## config.mk

```make
export PLATFORM = sky130hd
export DESIGN_NAME = grouped_serpentine_strand_remap
export DESIGN_NICKNAME = d
export VERILOG_FILES = /design/src/hw/rtl/gssr_pkg.sv /design/src/hw/rtl/gssr_cfg.sv /design/src/hw/rtl/gssr_map.sv /design/src/hw/rtl/gssr_obuf.sv /design/src/hw/rtl/grouped_serpentine_strand_remap.sv
export SDC_FILE = /design/constraint.sdc
export NUM_CORES = 1
export LEC_CHECK = 0
export BUFFER_PORTS_ARGS = -buffer_cell sky130_fd_sc_hd__buf_2
export CAP_MARGIN = 0
export CORE_ASPECT_RATIO = 0.6
export CORE_MARGIN = 3
export CORE_UTILIZATION = 63
export DETAILED_ROUTE_END_ITERATION = 12
export GPL_TIMING_DRIVEN = 0
export HOLD_SLACK_MARGIN = 0.1
export PLACE_DENSITY = 0.9
export REMOVE_ABC_BUFFERS = 1
export SYNTH_ARGS = -nofsm -noshare
export SYNTH_HDL_FRONTEND = slang
export SYNTH_HIERARCHICAL = 1
export SYNTH_SLANG_ARGS = --single-unit
```

## constraint.sdc

```tcl
create_clock -name aclk -period 17.7 [get_ports aclk]
set_input_delay 3.54 -clock aclk [delete_from_list [all_inputs] [get_ports aclk]]
set_output_delay 3.54 -clock aclk [all_outputs]
set_load 0.005 [all_outputs]
```

## src/hw/rtl/gssr_pkg.sv

```systemverilog
// ----------------------------------------------------------------------------
// gssr_pkg
// Shared constants and types for the grouped serpentine strand remapper.
// ----------------------------------------------------------------------------
package gssr_pkg;

    localparam int MAX_COLUMNS = 1024;
    localparam int MAX_ROWS    = 256;
    localparam int MAX_GROUP   = 256;

    localparam int COLOR_W    = 24;
    localparam int COLS_W     = 11;
    localparam int ROWS_W     = 9;
    localparam int GRP_W      = 9;
    localparam int STRAND_W   = 8;
    localparam int BAND_W     = 8;
    localparam int POS_W      = 18;
    localparam int CNT_W      = $clog2(MAX_COLUMNS);
    localparam int STEP_W     = $clog2(ROWS_W + 1);
    localparam int CFG_IDX_W  = 2;
    localparam int CFG_DATA_W = 11;
    localparam int M_DATA_W   = 56;

    localparam logic [CFG_IDX_W-1:0] REG_COLUMNS = 2'd0;
    localparam logic [CFG_IDX_W-1:0] REG_ROWS    = 2'd1;
    localparam logic [CFG_IDX_W-1:0] REG_GROUP   = 2'd2;
    localparam logic [CFG_IDX_W-1:0] REG_REVERSE = 2'd3;

    localparam int RST_COLUMNS  = 16;
    localparam int RST_ROWS     = 16;
    localparam int RST_GROUP    = 1;
    localparam int RST_BANDS_M1 = RST_ROWS / RST_GROUP - 1;
    localparam int RST_BASE     = RST_BANDS_M1 * RST_COLUMNS;

    typedef struct packed {
        logic [CNT_W-1:0]    cols_m1;
        logic [COLS_W-1:0]   cols;
        logic [STRAND_W-1:0] group_m1;
        logic [BAND_W-1:0]   bands_m1;
        logic [POS_W-1:0]    base_load;
        logic                reverse;
        logic                bad;
    } cfg_t;

    typedef struct packed {
        logic [COLOR_W-1:0]  color;
        logic [POS_W-1:0]    position;
        logic [STRAND_W-1:0] strand;
        logic                frame_end;
        logic                config_error;
    } result_t;

endpackage

```

## src/hw/rtl/gssr_cfg.sv

```systemverilog
// ----------------------------------------------------------------------------
// gssr_cfg
// Configuration registers and a bit-serial check of rows against group size.
// ----------------------------------------------------------------------------
module gssr_cfg (
    input  logic                              aclk,
    input  logic                              aresetn,
    input  logic                              cfg_valid,
    output logic                              cfg_ready,
    input  logic [gssr_pkg::CFG_IDX_W-1:0]    cfg_index,
    input  logic [gssr_pkg::CFG_DATA_W-1:0]   cfg_data,
    output gssr_pkg::cfg_t                    cfg,
    output logic                              busy,
    output logic                              clear
);

    localparam logic [1:0] ST_IDLE = 2'd0;
    localparam logic [1:0] ST_LOAD = 2'd1;
    localparam logic [1:0] ST_DIV  = 2'd2;
    localparam logic [1:0] ST_DONE = 2'd3;

    logic [1:0]                      state_reg;
    logic [gssr_pkg::STEP_W-1:0]     step_reg;
    logic [gssr_pkg::COLS_W-1:0]     columns_reg;
    logic [gssr_pkg::ROWS_W-1:0]     rows_reg;
    logic [gssr_pkg::GRP_W-1:0]      group_reg;
    logic                            reverse_reg;
    logic [gssr_pkg::GRP_W-1:0]      rem_reg;
    logic [gssr_pkg::ROWS_W-1:0]     quo_reg;
    logic                            bad_reg;
    logic [gssr_pkg::BAND_W-1:0]     bands_m1_reg;
    logic [gssr_pkg::POS_W-1:0]      base_load_reg;

    logic [gssr_pkg::COLS_W-1:0]     eff_cols;
    logic [gssr_pkg::ROWS_W-1:0]     eff_rows;
    logic                            grp_bad;
    logic [gssr_pkg::GRP_W:0]        r_sh;
    logic [gssr_pkg::GRP_W:0]        r_diff;
    logic                            r_ge;
    logic [gssr_pkg::GRP_W-1:0]      rem_next;
    logic [gssr_pkg::ROWS_W-1:0]     quo_next;
    logic                            bad_next;
    logic [gssr_pkg::ROWS_W-1:0]     quo_m1;
    logic [gssr_pkg::BAND_W-1:0]     bands_m1_next;
    logic [gssr_pkg::BAND_W+gssr_pkg::COLS_W-1:0] prod;

    always_comb begin
        if (columns_reg == '0) begin
            eff_cols = gssr_pkg::COLS_W'(1);
        end else if (columns_reg > gssr_pkg::COLS_W'(gssr_pkg::MAX_COLUMNS)) begin
            eff_cols = gssr_pkg::COLS_W'(gssr_pkg::MAX_COLUMNS);
        end else begin
            eff_cols = columns_reg;
        end
        if (rows_reg == '0) begin
            eff_rows = gssr_pkg::ROWS_W'(1);
        end else if (rows_reg > gssr_pkg::ROWS_W'(gssr_pkg::MAX_ROWS)) begin
            eff_rows = gssr_pkg::ROWS_W'(gssr_pkg::MAX_ROWS);
        end else begin
            eff_rows = rows_reg;
        end
    end

    assign grp_bad = (group_reg == '0) || (group_reg > gssr_pkg::GRP_W'(gssr_pkg::MAX_GROUP));

    // restoring divide, one quotient bit per cycle
    assign r_sh     = {rem_reg, quo_reg[gssr_pkg::ROWS_W-1]};
    assign r_diff   = r_sh - {1'b0, group_reg};
    assign r_ge     = r_sh >= {1'b0, group_reg};
    assign rem_next = r_ge ? r_diff[gssr_pkg::GRP_W-1:0] : r_sh[gssr_pkg::GRP_W-1:0];
    assign quo_next = {quo_reg[gssr_pkg::ROWS_W-2:0], r_ge};

    assign bad_next      = grp_bad || (rem_reg != '0);
    assign quo_m1        = quo_reg - gssr_pkg::ROWS_W'(1);
    assign bands_m1_next = bad_next ? '0 : quo_m1[gssr_pkg::BAND_W-1:0];
    assign prod          = (gssr_pkg::BAND_W+gssr_pkg::COLS_W)'(bands_m1_next)
                         * (gssr_pkg::BAND_W+gssr_pkg::COLS_W)'(eff_cols);

    assign cfg_ready = (state_reg == ST_IDLE);
    assign busy      = (state_reg != ST_IDLE);
    assign clear     = cfg_valid && cfg_ready;

    always_ff @(posedge aclk) begin
        if (!aresetn) begin
            state_reg     <= ST_IDLE;
            step_reg      <= '0;
            columns_reg   <= gssr_pkg::COLS_W'(gssr_pkg::RST_COLUMNS);
            rows_reg      <= gssr_pkg::ROWS_W'(gssr_pkg::RST_ROWS);
            group_reg     <= gssr_pkg::GRP_W'(gssr_pkg::RST_GROUP);
            reverse_reg   <= 1'b0;
            bad_reg       <= 1'b0;
            bands_m1_reg  <= gssr_pkg::BAND_W'(gssr_pkg::RST_BANDS_M1);
            base_load_reg <= gssr_pkg::POS_W'(gssr_pkg::RST_BASE);
        end else begin
            unique case (state_reg)
                ST_IDLE: begin
                    if (cfg_valid) begin
                        unique case (cfg_index)
                            gssr_pkg::REG_COLUMNS: begin
                                columns_reg <= cfg_data[gssr_pkg::COLS_W-1:0];
                            end
                            gssr_pkg::REG_ROWS: begin
                                rows_reg <= cfg_data[gssr_pkg::ROWS_W-1:0];
                            end
                            gssr_pkg::REG_GROUP: begin
                                group_reg <= cfg_data[gssr_pkg::GRP_W-1:0];
                            end
                            gssr_pkg::REG_REVERSE: begin
                                reverse_reg <= cfg_data[0];
                            end
                            default: begin
                            end
                        endcase
                        state_reg <= ST_LOAD;
                    end
                end
                ST_LOAD: begin
                    step_reg  <= '0;
                    state_reg <= ST_DIV;
                end
                ST_DIV: begin
                    step_reg <= step_reg + gssr_pkg::STEP_W'(1);
                    if (step_reg == gssr_pkg::STEP_W'(gssr_pkg::ROWS_W - 1)) begin
                        state_reg <= ST_DONE;
                    end
                end
                ST_DONE: begin
                    bad_reg       <= bad_next;
                    bands_m1_reg  <= bands_m1_next;
                    base_load_reg <= prod[gssr_pkg::POS_W-1:0];
                    state_reg     <= ST_IDLE;
                end
                default: begin
                    state_reg <= ST_IDLE;
                end
            endcase
        end
    end

    always_ff @(posedge aclk) begin
        if (state_reg == ST_LOAD) begin
            rem_reg <= '0;
            quo_reg <= eff_rows;
        end else if (state_reg == ST_DIV) begin
            rem_reg <= rem_next;
            quo_reg <= quo_next;
        end
    end

    always_comb begin
        cfg.cols      = eff_cols;
        cfg.cols_m1   = gssr_pkg::CNT_W'(eff_cols - gssr_pkg::COLS_W'(1));
        cfg.group_m1  = gssr_pkg::STRAND_W'(group_reg - gssr_pkg::GRP_W'(1));
        cfg.bands_m1  = bands_m1_reg;
        cfg.base_load = base_load_reg;
        cfg.reverse   = reverse_reg;
        cfg.bad       = bad_reg;
    end

endmodule

```

## src/hw/rtl/gssr_map.sv

```systemverilog
// ----------------------------------------------------------------------------
// gssr_map
// Column, strand and band counters and the per-pixel placement logic.
// ----------------------------------------------------------------------------
module gssr_map (
    input  logic                             aclk,
    input  logic                             aresetn,
    input  logic                             clear,
    input  logic                             push,
    input  logic [gssr_pkg::COLOR_W-1:0]     color,
    input  logic                             frame_start,
    input  gssr_pkg::cfg_t                   cfg,
    output gssr_pkg::result_t                result
);

    logic [gssr_pkg::CNT_W-1:0]    col_reg;
    logic [gssr_pkg::STRAND_W-1:0] strand_reg;
    logic [gssr_pkg::BAND_W-1:0]   band_reg;
    logic [gssr_pkg::POS_W-1:0]    base_reg;

    logic [gssr_pkg::CNT_W-1:0]    col_cur;
    logic [gssr_pkg::STRAND_W-1:0] strand_cur;
    logic [gssr_pkg::BAND_W-1:0]   band_cur;
    logic [gssr_pkg::POS_W-1:0]    base_cur;
    logic [gssr_pkg::CNT_W-1:0]    col_eff;
    logic                          row_end;
    logic                          band_end;
    logic                          frame_end;

    logic [gssr_pkg::CNT_W-1:0]    col_next;
    logic [gssr_pkg::STRAND_W-1:0] strand_next;
    logic [gssr_pkg::BAND_W-1:0]   band_next;
    logic [gssr_pkg::POS_W-1:0]    base_next;

    always_comb begin
        if (frame_start) begin
            col_cur    = '0;
            strand_cur = '0;
            band_cur   = '0;
            base_cur   = cfg.base_load;
        end else begin
            col_cur    = col_reg;
            strand_cur = strand_reg;
            band_cur   = band_reg;
            base_cur   = base_reg;
        end

        // even bands run mirrored in reverse mode
        col_eff = (cfg.reverse && !band_cur[0]) ? (cfg.cols_m1 - col_cur) : col_cur;

        row_end   = (col_cur == cfg.cols_m1);
        band_end  = row_end && (strand_cur == cfg.group_m1);
        frame_end = band_end && (band_cur == cfg.bands_m1);

        col_next    = col_cur + gssr_pkg::CNT_W'(1);
        strand_next = strand_cur;
        band_next   = band_cur;
        base_next   = base_cur;
        if (row_end) begin
            col_next    = '0;
            strand_next = strand_cur + gssr_pkg::STRAND_W'(1);
            if (band_end) begin
                strand_next = '0;
                band_next   = band_cur + gssr_pkg::BAND_W'(1);
                base_next   = base_cur - gssr_pkg::POS_W'(cfg.cols);
                if (frame_end) begin
                    band_next = '0;
                    base_next = cfg.base_load;
                end
            end
        end

        result.color = color;
        if (cfg.bad) begin
            result.position     = '0;
            result.strand       = '0;
            result.frame_end    = 1'b0;
            result.config_error = 1'b1;
        end else begin
            result.position     = base_cur + gssr_pkg::POS_W'(col_eff);
            result.strand       = strand_cur;
            result.frame_end    = frame_end;
            result.config_error = 1'b0;
        end
    end

    always_ff @(posedge aclk) begin
        if (!aresetn || clear) begin
            col_reg    <= '0;
            strand_reg <= '0;
            band_reg   <= '0;
            base_reg   <= '0;
        end else if (push && !cfg.bad) begin
            col_reg    <= col_next;
            strand_reg <= strand_next;
            band_reg   <= band_next;
            base_reg   <= base_next;
        end
    end

endmodule

```

## src/hw/rtl/gssr_obuf.sv

```systemverilog
// ----------------------------------------------------------------------------
// gssr_obuf
// Two-word output buffer: result register plus skid register.
// ----------------------------------------------------------------------------
module gssr_obuf (
    input  logic                aclk,
    input  logic                aresetn,
    input  logic                push,
    input  gssr_pkg::result_t   in_word,
    output logic                in_ready,
    output logic                out_valid,
    input  logic                out_ready,
    output gssr_pkg::result_t   out_word
);

    logic              main_valid_reg;
    logic              skid_valid_reg;
    gssr_pkg::result_t main_reg;
    gssr_pkg::result_t skid_reg;
    logic              pop;

    assign in_ready  = !skid_valid_reg;
    assign out_valid = main_valid_reg;
    assign out_word  = main_reg;
    assign pop       = main_valid_reg && out_ready;

    always_ff @(posedge aclk) begin
        if (!aresetn) begin
            main_valid_reg <= 1'b0;
            skid_valid_reg <= 1'b0;
        end else if (skid_valid_reg) begin
            if (pop) begin
                skid_valid_reg <= 1'b0;
            end
        end else if (push) begin
            if (main_valid_reg && !pop) begin
                skid_valid_reg <= 1'b1;
            end
            main_valid_reg <= 1'b1;
        end else if (pop) begin
            main_valid_reg <= 1'b0;
        end
    end

    always_ff @(posedge aclk) begin
        if (skid_valid_reg) begin
            if (pop) begin
                main_reg <= skid_reg;
            end
        end else if (push) begin
            if (main_valid_reg && !pop) begin
                skid_reg <= in_word;
            end else begin
                main_reg <= in_word;
            end
        end
    end

endmodule

```

## src/hw/rtl/grouped_serpentine_strand_remap.sv

```systemverilog
// ----------------------------------------------------------------------------
// grouped_serpentine_strand_remap
// Maps raster-order frame pixels onto grouped, serpentine LED strands.
// ----------------------------------------------------------------------------
// Pixels enter on the s_ channel, one word per pixel, with s_tuser marking
// the first pixel of a frame. Each pixel leaves on the m_ channel as one word
// holding its strand, position on that strand and color; m_tlast flags the
// last pixel of a frame and m_tuser flags an unusable configuration.
// The counter update and placement adder sit between the input handshake
// and the result register; a word that finds that register held goes to the
// skid register instead. Throughput is one pixel per cycle while s_tready is high.
// A two-word output buffer keeps s_tready high while one result waits, so a
// stalled receiver costs nothing until the second word backs up.
// A register write on the cfg_ channel clears the counters and starts a check
// of rows against group size (a 9-step serial divide), during which neither
// channel takes words. Reset loads the default sizes directly and the block
// is ready once aresetn rises.
// ----------------------------------------------------------------------------
module grouped_serpentine_strand_remap (
    input  logic                                aclk,
    input  logic                                aresetn,
    // s_tdata: pixel_color
    input  logic                                s_tvalid,
    output logic                                s_tready,
    input  logic [gssr_pkg::COLOR_W-1:0]        s_tdata,
    // s_tuser: frame_start
    input  logic                                s_tuser,
    output logic                                m_tvalid,
    input  logic                                m_tready,
    // m_tdata: strand, strand_position, color, zero pad
    output logic [gssr_pkg::M_DATA_W-1:0]       m_tdata,
    output logic                                m_tlast,
    // m_tuser: config_error
    output logic                                m_tuser,
    input  logic                                cfg_valid,
    output logic                                cfg_ready,
    input  logic [gssr_pkg::CFG_IDX_W-1:0]      cfg_index,
    input  logic [gssr_pkg::CFG_DATA_W-1:0]     cfg_data
);

    localparam int PAD_W = gssr_pkg::M_DATA_W - gssr_pkg::COLOR_W
                         - gssr_pkg::POS_W - gssr_pkg::STRAND_W;

    gssr_pkg::cfg_t    cfg;
    gssr_pkg::result_t map_word;
    gssr_pkg::result_t out_word;
    logic              busy;
    logic              clear;
    logic              buf_ready;
    logic              push;

    assign s_tready = buf_ready && !busy;
    assign push     = s_tvalid && s_tready;

    gssr_cfg u_cfg (
        .aclk      (aclk),
        .aresetn   (aresetn),
        .cfg_valid (cfg_valid),
        .cfg_ready (cfg_ready),
        .cfg_index (cfg_index),
        .cfg_data  (cfg_data),
        .cfg       (cfg),
        .busy      (busy),
        .clear     (clear)
    );

    gssr_map u_map (
        .aclk        (aclk),
        .aresetn     (aresetn),
        .clear       (clear),
        .push        (push),
        .color       (s_tdata),
        .frame_start (s_tuser),
        .cfg         (cfg),
        .result      (map_word)
    );

    gssr_obuf u_obuf (
        .aclk      (aclk),
        .aresetn   (aresetn),
        .push      (push),
        .in_word   (map_word),
        .in_ready  (buf_ready),
        .out_valid (m_tvalid),
        .out_ready (m_tready),
        .out_word  (out_word)
    );

    assign m_tdata = {{PAD_W{1'b0}}, out_word.color, out_word.position, out_word.strand};
    assign m_tlast = out_word.frame_end;
    assign m_tuser = out_word.config_error;

endmodule
```

==> impl_metrics.tcl <==
set metrics [dict create \
    dp_slack_ns 8.777 \
    power.switching_uw 779.6 \
    slowest_delay_ns 0.63 \
    crit_start "s_tuser" \
    yosys.area.top_type "edfxtp_1" \
    rrSetupSlack_ns 11.03 \
    peakVddDrop_mv 0.1206 \
    hold_path_startpoint "u_map/base_reg[3]$_SDFFE_PP0P_" \
    synth-seq-cells 231 \
    drt_pass1_iterations 8 \
    dp_cells 2129 \
    relSlewSlack_pct 1.119 \
    vias 13500 \
    drc_errors 0 \
    cts_sinks 231 \
    hold_path_class "flop to flop" \
    core_area_um2 24830 \
    finalSetupViolations 0 \
    seq_power_share_pct 36.0 \
    synth_top_area_share_pct 20.76 \
    cap_viol_max_count 0 \
    critical_path.top_delay_family "simple AND/OR/NAND/NOR gates" \
    drtIter0Drc 1561 \
    tritoncts "done" \
    p_int_mw 1.255 \
    grt_first_pass_wirelength_um 66120 \
    diodes 0 \
    antenna_left 0 \
    grt_pass1_vias 12940 \
    fmax_mhz 114.4 \
    instances_no_fill 2169 \
    rsz0062_at_grt "no" \
    pwr-share-comb_pct 40.0 \
    die_w_um 213.9 \
    clk_pin_slew_worst_paths_ns 0.06 \
    arrival_ns 9.01 \
    status "completed" \
    clock_path_buffers 3 \
    fin_ws_ns 8.957 \
    synth.most_common_cell "nand2_1" \
    synth_common_cells "nand2_1, nor2_1, inv_1" \
    post_cts_buffers 0 \
    syn_area_um2 16340 \
    grt_overflow 0 \
    r2r-start "u_cfg/group_reg[0]$_SDFFE_PN1P_" \
    synthArstFlopShare_pct 0 \
    whs_path_depth 1 \
    critPathMaxFanout 86 \
    die_h_um 130.8 \
    cellPowerDensity_nw_per_um2 116.5 \
    synth_top_family_by_area "simple AND/OR/NAND/NOR gates" \
    drv_slew 0 \
    placed_cell_area_um2 16730 \
    synth_top_flop_cell "dfxtp_1" \
    postCtsResizedCells 0 \
    boundaryPins 104 \
    cts_hold_buffers 0 \
    min_period_ns 8.743 \
    critPathCaptureType "flop" \
    grt_use_total_pct 29.13 \
    reg2regPathDepth 17 \
    synth_top_cells_by_area "edfxtp_1, dfxtp_1, fa_1" \
    leakagePower_nw 7.065 \
    wl_per_cell_um 19.26 \
    cp_num_buf_inv 2 \
    cts_buffers 22 \
    critical_path_required_ns 17.97 \
    nNetsFinal 1998 \
    rows 44 \
    start_util_pct 65.82 \
    fin_area_um2 17470 \
    clkPwrFrac_pct 24.1 \
    dp_hpwl_um 31010 \
    grt_start_max_net_pins 87 \
    htreeDepth 1 \
    finClkSkew_ns 0.03961 \
    worstPathCellList "buf_4, nor2b_1, inv_1, ha_1, nor2b_1, o21ai_0, a21boi_0, o21ai_0, a31oi_1, mux2_2, o211ai_1, ha_1, and2_1, nand2_1, nor4_1, nor2_1, nor4_1, nor3_1, mux2_2" \
    drive_gt1_share_pct 12.55 \
    die_area_um2 27970 \
    ys_seq_area_share_pct 35.22 \
    hold_violations 0 \
    place_congestion 0.9716 \
    synth_cell_types 92 \
    fin_crit_sh_pct 49.40 \
    crit_cells 19 \
    wl_um 41780 \
    yosys_warnings 6 \
    root_buffer "clkbuf_16" \
    power_mw 2.035 \
    synth_edf_count 113 \
    fin_tns_setup_ns 0 \
    yosys.area_share.adder_pct 13.87 \
    crit_type "input pin to flop" \
    syn_inst 1793 \
    fillers 1799 \
    synth-xor-area-share_pct 3.484 \
    synth.area.mux_share_pct 6.408 \
    switching_share_pct 38.31 \
    synthSimpleGateAreaFrac_pct 19.55 \
    io_buffers 97 \
    cp_slowest_cell "nor4_1" \
    antenna_found_initial 0 \
    worst_slew_pin_slew_ns 1.483 \
    crit_path_start_kind "input pin" \
    avgSynthCellArea_um2 9.114 \
    clkLatencyLatePin_ns 0.55 \
    syn_to_final_growth_pct 6.906 \
    vias_per_cell 6.222 \
    synth-compound-area-share_pct 14.11 \
]
==> power groups by stage <==
stage	clock, mW	combinational [mW]	sequential (mW)
final	0.490	0.813	0.732
after global routing	0.511	0.896	0.741
after CTS	0.493	0.799	0.731
after detailed placement	0	0.793	0.741
after global placement	0	0.740	0.748
after floorplan	0	0.543	0.737
==> final cells by class <==
type / instances / area (µm²) / area share (%)
Tap cell: 345 / 431.7 / 2.471
Clock inverter: 13 / 170.2 / 0.9740
Timing Repair Buffer: 101 / 575.6 / 3.294
Clock buffer: 27 / 569.3 / 3.259
Multi-Input combinational cell: 1307 / 9423 / 53.94
Inverter: 145 / 544.3 / 3.115
Sequential cell: 231 / 5757 / 32.95
==> worst paths after layout <==
path | to
min reg2reg | u_map/base_reg[3]$_SDFFE_PP0P_
max reg2reg | u_cfg/base_load_reg[16]$_SDFFE_PN0N_
max | u_obuf/out_word[27]$_DFFE_PP_
min | u_map/base_reg[3]$_SDFFE_PP0P_
==> layout by cell type (no fill, tap or decap), types with 10 or more instances in the layout <==
master | synthesis | layout
a21o_1 | 16 | 16
inv_1 | 144 | 144
clkbuf_16 | 0 | 22
fa_1 | 57 | 57
edfxtp_1 | 113 | 113
a21oi_1 | 69 | 68
nand4_1 | 13 | 13
a31oi_1 | 10 | 10
or3_1 | 16 | 16
nor2_1 | 173 | 173
xor2_1 | 18 | 18
nor3_1 | 37 | 37
dfxtp_1 | 118 | 117
nand3_1 | 47 | 47
xnor2_1 | 47 | 47
o21a_1 | 16 | 16
nor4_1 | 14 | 14
and2_1 | 15 | 15
buf_2 | 14 | 96
o211ai_1 | 11 | 11
ha_1 | 90 | 90
nand2_1 | 180 | 180
nand3b_1 | 15 | 15
nor3b_1 | 10 | 10
mux2i_1 | 27 | 27
a21boi_0 | 30 | 30
and3_1 | 13 | 13
nor2b_1 | 44 | 43
mux2_2 | 67 | 67
o21ai_0 | 99 | 99
nand2b_1 | 24 | 24
==> per-stage QoR <==
step                      utilization [%]  hold WS, ns
after floorplan                         -       0.4211
after global placement              66.96       0.4319
after detailed placement            67.39       0.4413
after CTS                           70.36       0.4577
after global routing                70.36       0.4754
final                               70.36       0.4619
==> logic make-up after synthesis <==
kind of cell / count (synthesis)
AND/OR/NAND/NOR: 643
AO/OA/AOI/OAI: 350
buffers and inverters: 260
flip-flops: 231
adder cells (fa/ha/maj): 147
multiplexers: 96
XOR/XNOR: 65
other: 1
==> worst reg2reg max path, delay by kind of cell, from the launching register on <==
family / cells / cell delay (ns)
compound gates: 5 / 1.77
flops: 1 / 0.35
buf+inv: 3 / 0.26
simple gates: 3 / 1.54
fa+ha+maj: 6 / 2.62
==> per-layer routing <==
metal / GRT usage (%) / vias to the layer above / share of wire [%]
met2: 45.37 / 669 / 44
li1: - / 6261 / -
met1: 41.44 / 6485 / 44
met5: 0 / - / 0
met3: 7.349 / 80 / 11
met4: 6.806 / 0 / 2.1
(Power assumes the default switching activity.)
